$ cat src/rtl/core/slid_pkg.sv
// slid_pkg: shared types and constants for the sorted list insert/delete block.
// Used by slid_cmp, slid_seq and sorted_list_insert_delete_top; no dependencies.
`timescale 1ns / 1ps

package slid_pkg;

  localparam int DEPTH  = 16;
  localparam int ADDR_W = $clog2(DEPTH);
  localparam int CNT_W  = $clog2(DEPTH + 1);
  localparam int VAL_W  = 32;
  localparam int POS_W  = 4;
  localparam int MODE_W = 2;
  localparam int OUT_CNT_W = 5;

  localparam logic [MODE_W-1:0] MODE_INSERT = 2'd0;
  localparam logic [MODE_W-1:0] MODE_DELETE = 2'd1;
  localparam logic [MODE_W-1:0] MODE_POP    = 2'd2;

  typedef struct packed {
    logic [MODE_W-1:0]       mode;
    logic signed [VAL_W-1:0] new_value;
    logic [POS_W-1:0]        position;
  } cmd_t;

  typedef struct packed {
    logic                    ok;
    logic [OUT_CNT_W-1:0]    count_after;
    logic signed [VAL_W-1:0] removed_value;
  } rsp_t;

endpackage

$ cat src/rtl/core/slid_ram.sv
// slid_ram: generic single-write, single-read RAM with registered read data.
// No dependencies.
`timescale 1ns / 1ps

module slid_ram #(
  parameter int WIDTH = 32,
  parameter int DEPTH = 16
) (
  input  logic                     clk,
  input  logic                     we,
  input  logic [$clog2(DEPTH)-1:0] waddr,
  input  logic [WIDTH-1:0]         wdata,
  input  logic [$clog2(DEPTH)-1:0] raddr,
  output logic [WIDTH-1:0]         rdata
);

  logic [WIDTH-1:0] mem [DEPTH];

  always_ff @(posedge clk) begin
    if (we) begin
      mem[waddr] <= wdata;
    end
    rdata <= mem[raddr];
  end

endmodule

$ cat src/rtl/core/slid_cmp.sv
// slid_cmp: shared signed compare unit used by the insert scan.
// Depends on slid_pkg.
`timescale 1ns / 1ps

module slid_cmp (
  input  logic signed [slid_pkg::VAL_W-1:0] entry,
  input  logic signed [slid_pkg::VAL_W-1:0] key,
  output logic                              ge
);

  assign ge = (entry >= key);

endmodule

$ cat src/rtl/core/slid_seq.sv
// slid_seq: sequencer for insert, delete and pop over the value RAM.
// Depends on slid_pkg and slid_cmp; drives the ports of one slid_ram.
`timescale 1ns / 1ps

module slid_seq (
  input  logic                           clk,
  input  logic                           rst,
  input  logic                           start,
  input  slid_pkg::cmd_t                 cmd,
  output logic                           busy,
  output logic                           done,
  input  logic                           take,
  output slid_pkg::rsp_t                 result,
  output logic                           ram_we,
  output logic [slid_pkg::ADDR_W-1:0]    ram_waddr,
  output logic [slid_pkg::VAL_W-1:0]     ram_wdata,
  output logic [slid_pkg::ADDR_W-1:0]    ram_raddr,
  input  logic [slid_pkg::VAL_W-1:0]     ram_rdata
);

  typedef enum logic [2:0] {
    IDLE,
    INS_RD,
    INS_CMP,
    DEL_RD,
    DEL_CMP,
    DONE
  } state_t;

  state_t                          state;
  logic [slid_pkg::CNT_W-1:0]      count;
  logic [slid_pkg::ADDR_W-1:0]     slot;
  logic [slid_pkg::ADDR_W-1:0]     idx;
  logic signed [slid_pkg::VAL_W-1:0] value;
  logic signed [slid_pkg::VAL_W-1:0] removed;
  logic                            ok;
  logic                            first;
  logic                            ge;
  logic [slid_pkg::CNT_W-1:0]      idx_inc;
  logic [slid_pkg::CNT_W-1:0]      pos_ext;

  slid_cmp u_cmp (
    .entry (ram_rdata),
    .key   (value),
    .ge    (ge)
  );

  assign idx_inc = slid_pkg::CNT_W'(idx) + slid_pkg::CNT_W'(1);
  assign pos_ext = slid_pkg::CNT_W'(cmd.position);

  assign busy = (state != IDLE);
  assign done = (state == DONE);
  assign result.ok            = ok;
  assign result.count_after   = slid_pkg::OUT_CNT_W'(count);
  assign result.removed_value = removed;

  always_comb begin
    ram_we    = 1'b0;
    ram_waddr = slot;
    ram_wdata = value;
    ram_raddr = idx;
    unique case (state)
      INS_RD: begin
        if (slot == '0) begin
          ram_we = 1'b1;
        end else begin
          ram_raddr = slot - slid_pkg::ADDR_W'(1);
        end
      end
      INS_CMP: begin
        ram_we    = 1'b1;
        ram_wdata = ge ? ram_rdata : value;
      end
      DEL_CMP: begin
        ram_we    = !first;
        ram_waddr = idx - slid_pkg::ADDR_W'(1);
        ram_wdata = ram_rdata;
      end
      IDLE, DEL_RD, DONE: begin
      end
      default: begin
      end
    endcase
  end

  always_ff @(posedge clk) begin
    if (rst) begin
      state <= IDLE;
      count <= '0;
      ok    <= 1'b0;
    end else begin
      unique case (state)
        IDLE: begin
          if (start) begin
            value   <= cmd.new_value;
            removed <= '0;
            ok      <= 1'b0;
            first   <= 1'b1;
            slot    <= slid_pkg::ADDR_W'(count);
            state   <= DONE;
            priority if (cmd.mode == slid_pkg::MODE_INSERT) begin
              if (count < slid_pkg::CNT_W'(slid_pkg::DEPTH)) begin
                state <= INS_RD;
              end
            end else if (cmd.mode == slid_pkg::MODE_DELETE) begin
              if (pos_ext < count) begin
                idx   <= slid_pkg::ADDR_W'(cmd.position);
                state <= DEL_RD;
              end
            end else if (cmd.mode == slid_pkg::MODE_POP) begin
              if (count != '0) begin
                idx   <= '0;
                state <= DEL_RD;
              end
            end else begin
              state <= DONE;
            end
          end
        end
        INS_RD: begin
          if (slot == '0) begin
            ok    <= 1'b1;
            count <= count + slid_pkg::CNT_W'(1);
            state <= DONE;
          end else begin
            state <= INS_CMP;
          end
        end
        INS_CMP: begin
          if (ge) begin
            slot  <= slot - slid_pkg::ADDR_W'(1);
            state <= INS_RD;
          end else begin
            ok    <= 1'b1;
            count <= count + slid_pkg::CNT_W'(1);
            state <= DONE;
          end
        end
        DEL_RD: begin
          state <= DEL_CMP;
        end
        DEL_CMP: begin
          first <= 1'b0;
          if (first) begin
            removed <= ram_rdata;
          end
          if (idx_inc < count) begin
            idx   <= idx + slid_pkg::ADDR_W'(1);
            state <= DEL_RD;
          end else begin
            ok    <= 1'b1;
            count <= count - slid_pkg::CNT_W'(1);
            state <= DONE;
          end
        end
        DONE: begin
          if (take) begin
            state <= IDLE;
          end
        end
        default: begin
          state <= IDLE;
        end
      endcase
    end
  end

endmodule

$ cat src/rtl/core/sorted_list_insert_delete_top.sv
// Sorted list of up to slid_pkg::DEPTH signed 32-bit values.
// Command channel: cmd_valid / cmd_stall / cmd (mode, new_value, position).
//   Mode insert places new_value before the first entry >= it; mode delete
//   removes the entry at position; mode pop removes the smallest entry.
// Response channel: rsp_valid / rsp_stall / rsp (ok, count_after,
//   removed_value), one response transaction per command transaction.
// One command is worked at a time; cmd_stall is high from acceptance until
// the response is loaded into the output register. Values live in a RAM
// with registered read, and one compare unit walks the list one entry at a
// time: an insert reads the entry below the free slot (state INS_RD), then
// compares it (INS_CMP) and shifts it up while it is >= the new value; a
// delete reads each entry from position on (DEL_RD) and writes it one slot
// down (DEL_CMP). A failed command goes straight to the response.
// A new command is taken while the last response still waits in the output
// register. If rsp_stall holds, a finished result waits in the sequencer
// and the command side stays stalled.
// Reset (rst, synchronous) empties the list; no RAM clearing is needed.
// Depends on slid_pkg, slid_seq, slid_cmp and slid_ram.
`timescale 1ns / 1ps

module sorted_list_insert_delete_top (
  input  logic           clk,
  input  logic           rst,
  input  logic           cmd_valid,
  output logic           cmd_stall,
  input  slid_pkg::cmd_t cmd,
  output logic           rsp_valid,
  input  logic           rsp_stall,
  output slid_pkg::rsp_t rsp
);

  logic                           busy;
  logic                           done;
  logic                           take;
  slid_pkg::rsp_t                 result;
  logic                           ram_we;
  logic [slid_pkg::ADDR_W-1:0]    ram_waddr;
  logic [slid_pkg::VAL_W-1:0]     ram_wdata;
  logic [slid_pkg::ADDR_W-1:0]    ram_raddr;
  logic [slid_pkg::VAL_W-1:0]     ram_rdata;

  assign cmd_stall = busy;
  assign take      = done && (!rsp_valid || !rsp_stall);

  slid_seq u_seq (
    .clk       (clk),
    .rst       (rst),
    .start     (cmd_valid),
    .cmd       (cmd),
    .busy      (busy),
    .done      (done),
    .take      (take),
    .result    (result),
    .ram_we    (ram_we),
    .ram_waddr (ram_waddr),
    .ram_wdata (ram_wdata),
    .ram_raddr (ram_raddr),
    .ram_rdata (ram_rdata)
  );

  slid_ram #(
    .WIDTH (slid_pkg::VAL_W),
    .DEPTH (slid_pkg::DEPTH)
  ) u_ram (
    .clk   (clk),
    .we    (ram_we),
    .waddr (ram_waddr),
    .wdata (ram_wdata),
    .raddr (ram_raddr),
    .rdata (ram_rdata)
  );

  always_ff @(posedge clk) begin
    if (rst) begin
      rsp_valid <= 1'b0;
    end else if (take) begin
      rsp_valid <= 1'b1;
    end else if (!rsp_stall) begin
      rsp_valid <= 1'b0;
    end
  end

  always_ff @(posedge clk) begin
    if (take) begin
      rsp <= result;
    end
  end

endmodule

$ cat config.mk
export PLATFORM = sky130hd
export DESIGN_NAME = sorted_list_insert_delete_top
export DESIGN_NICKNAME = d
export VERILOG_FILES = /design/src/rtl/core/slid_pkg.sv /design/src/rtl/core/slid_ram.sv /design/src/rtl/core/slid_cmp.sv /design/src/rtl/core/slid_seq.sv /design/src/rtl/core/sorted_list_insert_delete_top.sv
export SDC_FILE = /design/constraint.sdc
export NUM_CORES = 1
export LEC_CHECK = 0
export BUFFER_PORTS_ARGS = -buffer_cell sky130_fd_sc_hd__buf_2
export CAP_MARGIN = 5
export CELL_PAD_IN_SITES_DETAIL_PLACEMENT = 0
export CELL_PAD_IN_SITES_GLOBAL_PLACEMENT = 1
export CORE_MARGIN = 10
export CORE_UTILIZATION = 30
export DETAILED_ROUTE_END_ITERATION = 8
export PLACE_DENSITY_LB_ADDON = 0.1
export RECOVER_POWER = 25
export SKIP_CTS_REPAIR_TIMING = 1
export SLEW_MARGIN = 20
export SYNTH_ARGS = -nofsm -noshare
export SYNTH_HDL_FRONTEND = slang
export SYNTH_HIERARCHICAL = 1
export SYNTH_SLANG_ARGS = --single-unit
$ cat constraint.sdc
create_clock -name clk -period 8.5 [get_ports clk]
set_clock_uncertainty 0.1 [all_clocks]
set_input_delay 1.7 -clock clk [delete_from_list [all_inputs] [get_ports clk]]
set_output_delay 1.7 -clock clk [all_outputs]
set_load 0.03 [all_outputs]
==> run metrics <==
number of flops mapped to enable cells by yosys=623; clk buf depth=3; Arr. time, crit path=5.70 ns; final cell count without fillers=2673; Reg clk slew, reported paths=0.06 ns; RePlAce Congestion=0.714; DRT Pass-1 Iters=5; CP Launch Point=u_seq/state[2]; GRT Util Overall=13.9%; hpwl dp=38.0 mm; post-route ant nets=0; Final Critical Period=5.54 ns; Final Cycle Share=65.2%; failing checks=max-capacitance violations, max-slew violations; largest net degree at the start of global routing=129; Reg-to-Reg Start=u_seq/state[2]; required time worst endpoint=8.65 ns; RSZ-0062 raised after global routing=no; distinct cell type count after synthesis=57; P&R area growth vs syn=16.9%; syn nets=1424; Leak=9.92 nW; initial antenna violation count=0; first-pass GRT wire length=99.8 mm; routed via count=12800; total design power=10.0 mW; global route total overflow=0; Die Y=314 µm; root buffer cell=clkbuf_16; Primary FF master, synth=edfxtp_1; DRC Markers=0; TritonCTS clock tree=built; # setup viols final=0; core area=85500 µm²; peak supply drop=0.000148 V; Mapped Cells=1333; startpoint types=register; Clk Latency, worst-skew pair=0.62 ns; final hold viol count=0; Die Area=98900 µm²; post-synthesis sequential area ratio=75.2%; status=complete, but fails checks; Max FO, Critical Path=40; Setup TNS=0 ns; drt via density=4.78; HP Class=register to register; #FFs+latches synth=665; setup ws final=2.96 ns; Starting Density=30.4%; DR iter-0 viols=882; Pwr per Cell Area=329 nW/µm²; CTS Buf Count=77; Max-Cap Viols=6; crit end category=register; die width=314 µm; nets=1555; pre-CTS setup slack=3.67 ns; post-DR wirelength/cell=25.7 µm; vias in the first global route=13700; Mean Syn Cell Area=19.5 µm²; layout cells sized above 1=24.0%; Tightest Pin Transition=3.36 ns; Post-synth ARST share=0%; Critical Path Sink=u_seq/idx[3]; Final Max Tran Viols=189; Slew HR=-124%; R2R cell count=6; Max Freq=180 MHz; final WL=68.8 mm; total number of H-tree levels=3; FF-to-FF End=u_seq/idx[3]; FP Rows=107; Cell Area, Synth=26000 µm²; count of buffers from port buffering=81; placed cells=2529; Setup CP Type=register to register; r2r setup slk=2.96 ns; clock sink count=665; synth warn=6; io pins=82
-- logic make-up after synthesis --
logic type / Yosys count / synth area share [%]
flip-flops: 665 / 75.2
AND/OR/NAND/NOR: 182 / 3.62
multiplexers: 161 / 12.5
AO/OA/AOI/OAI: 156 / 4.16
buffers and inverters: 111 / 1.84
adder cells (fa/ha/maj): 49 / 2.39
XOR/XNOR: 9 / 0.303
-- area by class of cell --
type	count	area [µm²]
fillers	7955	55100
flip-flops and latches	665	19500
multi-input cells	557	6140
clock buffers	97	2130
well taps	1144	1430
repair buffers	112	562
clock inverters	45	390
inverters	51	191
diodes	2	5.00
-- flip-flops by register name (all words and copies together), names as in the netlist --
name           flops
u_seq/removed     32
u_seq/value       32
rsp_valid          1
u_seq/first        1
u_seq/count        5
u_ram/rdata       32
u_seq/idx          4
u_seq/state        3
u_seq/slot         4
u_ram/mem        512
u_seq/ok           1
rsp               38
-- power by group --
part	internal, mW	switching, mW	total [mW]	leakage (nW)
clock network	1.96	1.30	3.27	1.24
logic	0.839	1.51	2.34	2.70
registers	4.22	0.180	4.40	5.98
total	7.02	2.99	10.0	9.92
-- cells in the mapped netlist (all sizes together) (2+ instances only) --
cell     instances  area (µm²)
a21boi           4        37.5
nor3             8        40.0
nor2b            6        37.5
a2111oi          2        36.3
o211ai           2        15.0
nand3           15        75.1
xnor2            8        70.1
nand4            7        58.8
mux4           128        2880
a31oi            3        18.8
a22oi           64         480
o21a             4        30.0
nand3b           2        15.0
nor4             4        46.3
inv             51         191
mux2            33         372
nor2            31         116
clkbuf          26        97.6
a21o             7        52.6
a311oi           2        17.5
nand2           59         221
or3b             2        17.5
a211oi           2        15.0
nand2b           8        50.1
o21ai           22         110
a21oi           36         184
o22ai            2        25.0
and2            34         213
edfxtp         623       18700
buf             34         189
dfxtp           42         841
ha              48         601
nor3b            2        15.0
and3             2        12.5
-- stage by stage --
stage | hold slack (ns) | utilization, % | instance area, µm²
after global routing | 0.323 | 35.5 | 30400
after floorplan | 0.300 | - | 26000
after detailed placement | 0.305 | 32.7 | 28000
after global placement | 0.306 | 32.7 | 28000
final | 0.302 | 35.5 | 30400
after CTS | 0.305 | 35.7 | 30500
-- worst min path at each step --
stage / from / endpoint / slack, ns / cells after the start
3_3_place_gp: u_seq/removed[11] / rsp[11] / 0.31 / 0
3_5_place_dp: u_seq/removed[12] / rsp[12] / 0.30 / 0
2_1_floorplan: u_seq/removed[0] / rsp[0] / 0.30 / 0
4_1_cts: u_seq/removed[12] / rsp[12] / 0.30 / 0
5_1_grt: u_seq/removed[29] / rsp[29] / 0.32 / 0
6_report: u_seq/removed[12] / rsp[12] / 0.30 / 0
-- worst max-delay path, cell delays in order, from the launching register on --
cell and delay (ns):
dfxtp_1 0.68, nand2b_1 0.18, nand2b_1 0.55, inv_1 0.25, clkbuf_1 1.83, o211ai_1 0.86, a21oi_1 0.70
-- cell usage in the layout, fill, tap and decap left out, types with 3 or more instances in the layout --
| cell type | netlist | routed |
|---|---|---|
| xnor2_1 | 8 | 8 |
| nor2_1 | 31 | 17 |
| inv_6 | 0 | 3 |
| and2_1 | 34 | 6 |
| a31oi_1 | 3 | 3 |
| nand3_1 | 15 | 15 |
| clkinv_1 | 0 | 17 |
| a21o_1 | 7 | 7 |
| edfxtp_1 | 623 | 623 |
| nand2_1 | 59 | 59 |
| buf_2 | 13 | 34 |
| mux4_2 | 128 | 128 |
| a21oi_4 | 0 | 3 |
| bufinv_16 | 0 | 6 |
| clkinv_2 | 0 | 14 |
| nor2_4 | 0 | 14 |
| mux2_2 | 32 | 32 |
| clkbuf_16 | 0 | 79 |
| clkinvlp_4 | 0 | 4 |
| nand2b_1 | 8 | 8 |
| a21oi_1 | 35 | 33 |
| ha_1 | 48 | 48 |
| o21ai_0 | 21 | 21 |
| inv_1 | 51 | 51 |
| buf_4 | 10 | 22 |
| nor2b_1 | 6 | 4 |
| clkbuf_1 | 26 | 64 |
| nor3_1 | 8 | 7 |
| dfxtp_1 | 42 | 42 |
| a22oi_1 | 64 | 64 |
| clkbuf_8 | 0 | 9 |
| o21a_1 | 4 | 4 |
| and2_0 | 0 | 27 |
| nand4_1 | 6 | 6 |
-- layer usage --
metal	routed length [µm]	track usage, %	vias to the layer above
li1	-	-	5656
met1	31600	18.9	6852
met5	0	0	-
met2	33700	23.2	203
met4	1070	3.47	0
met3	2360	2.16	77
(Power assumes the default switching activity.)
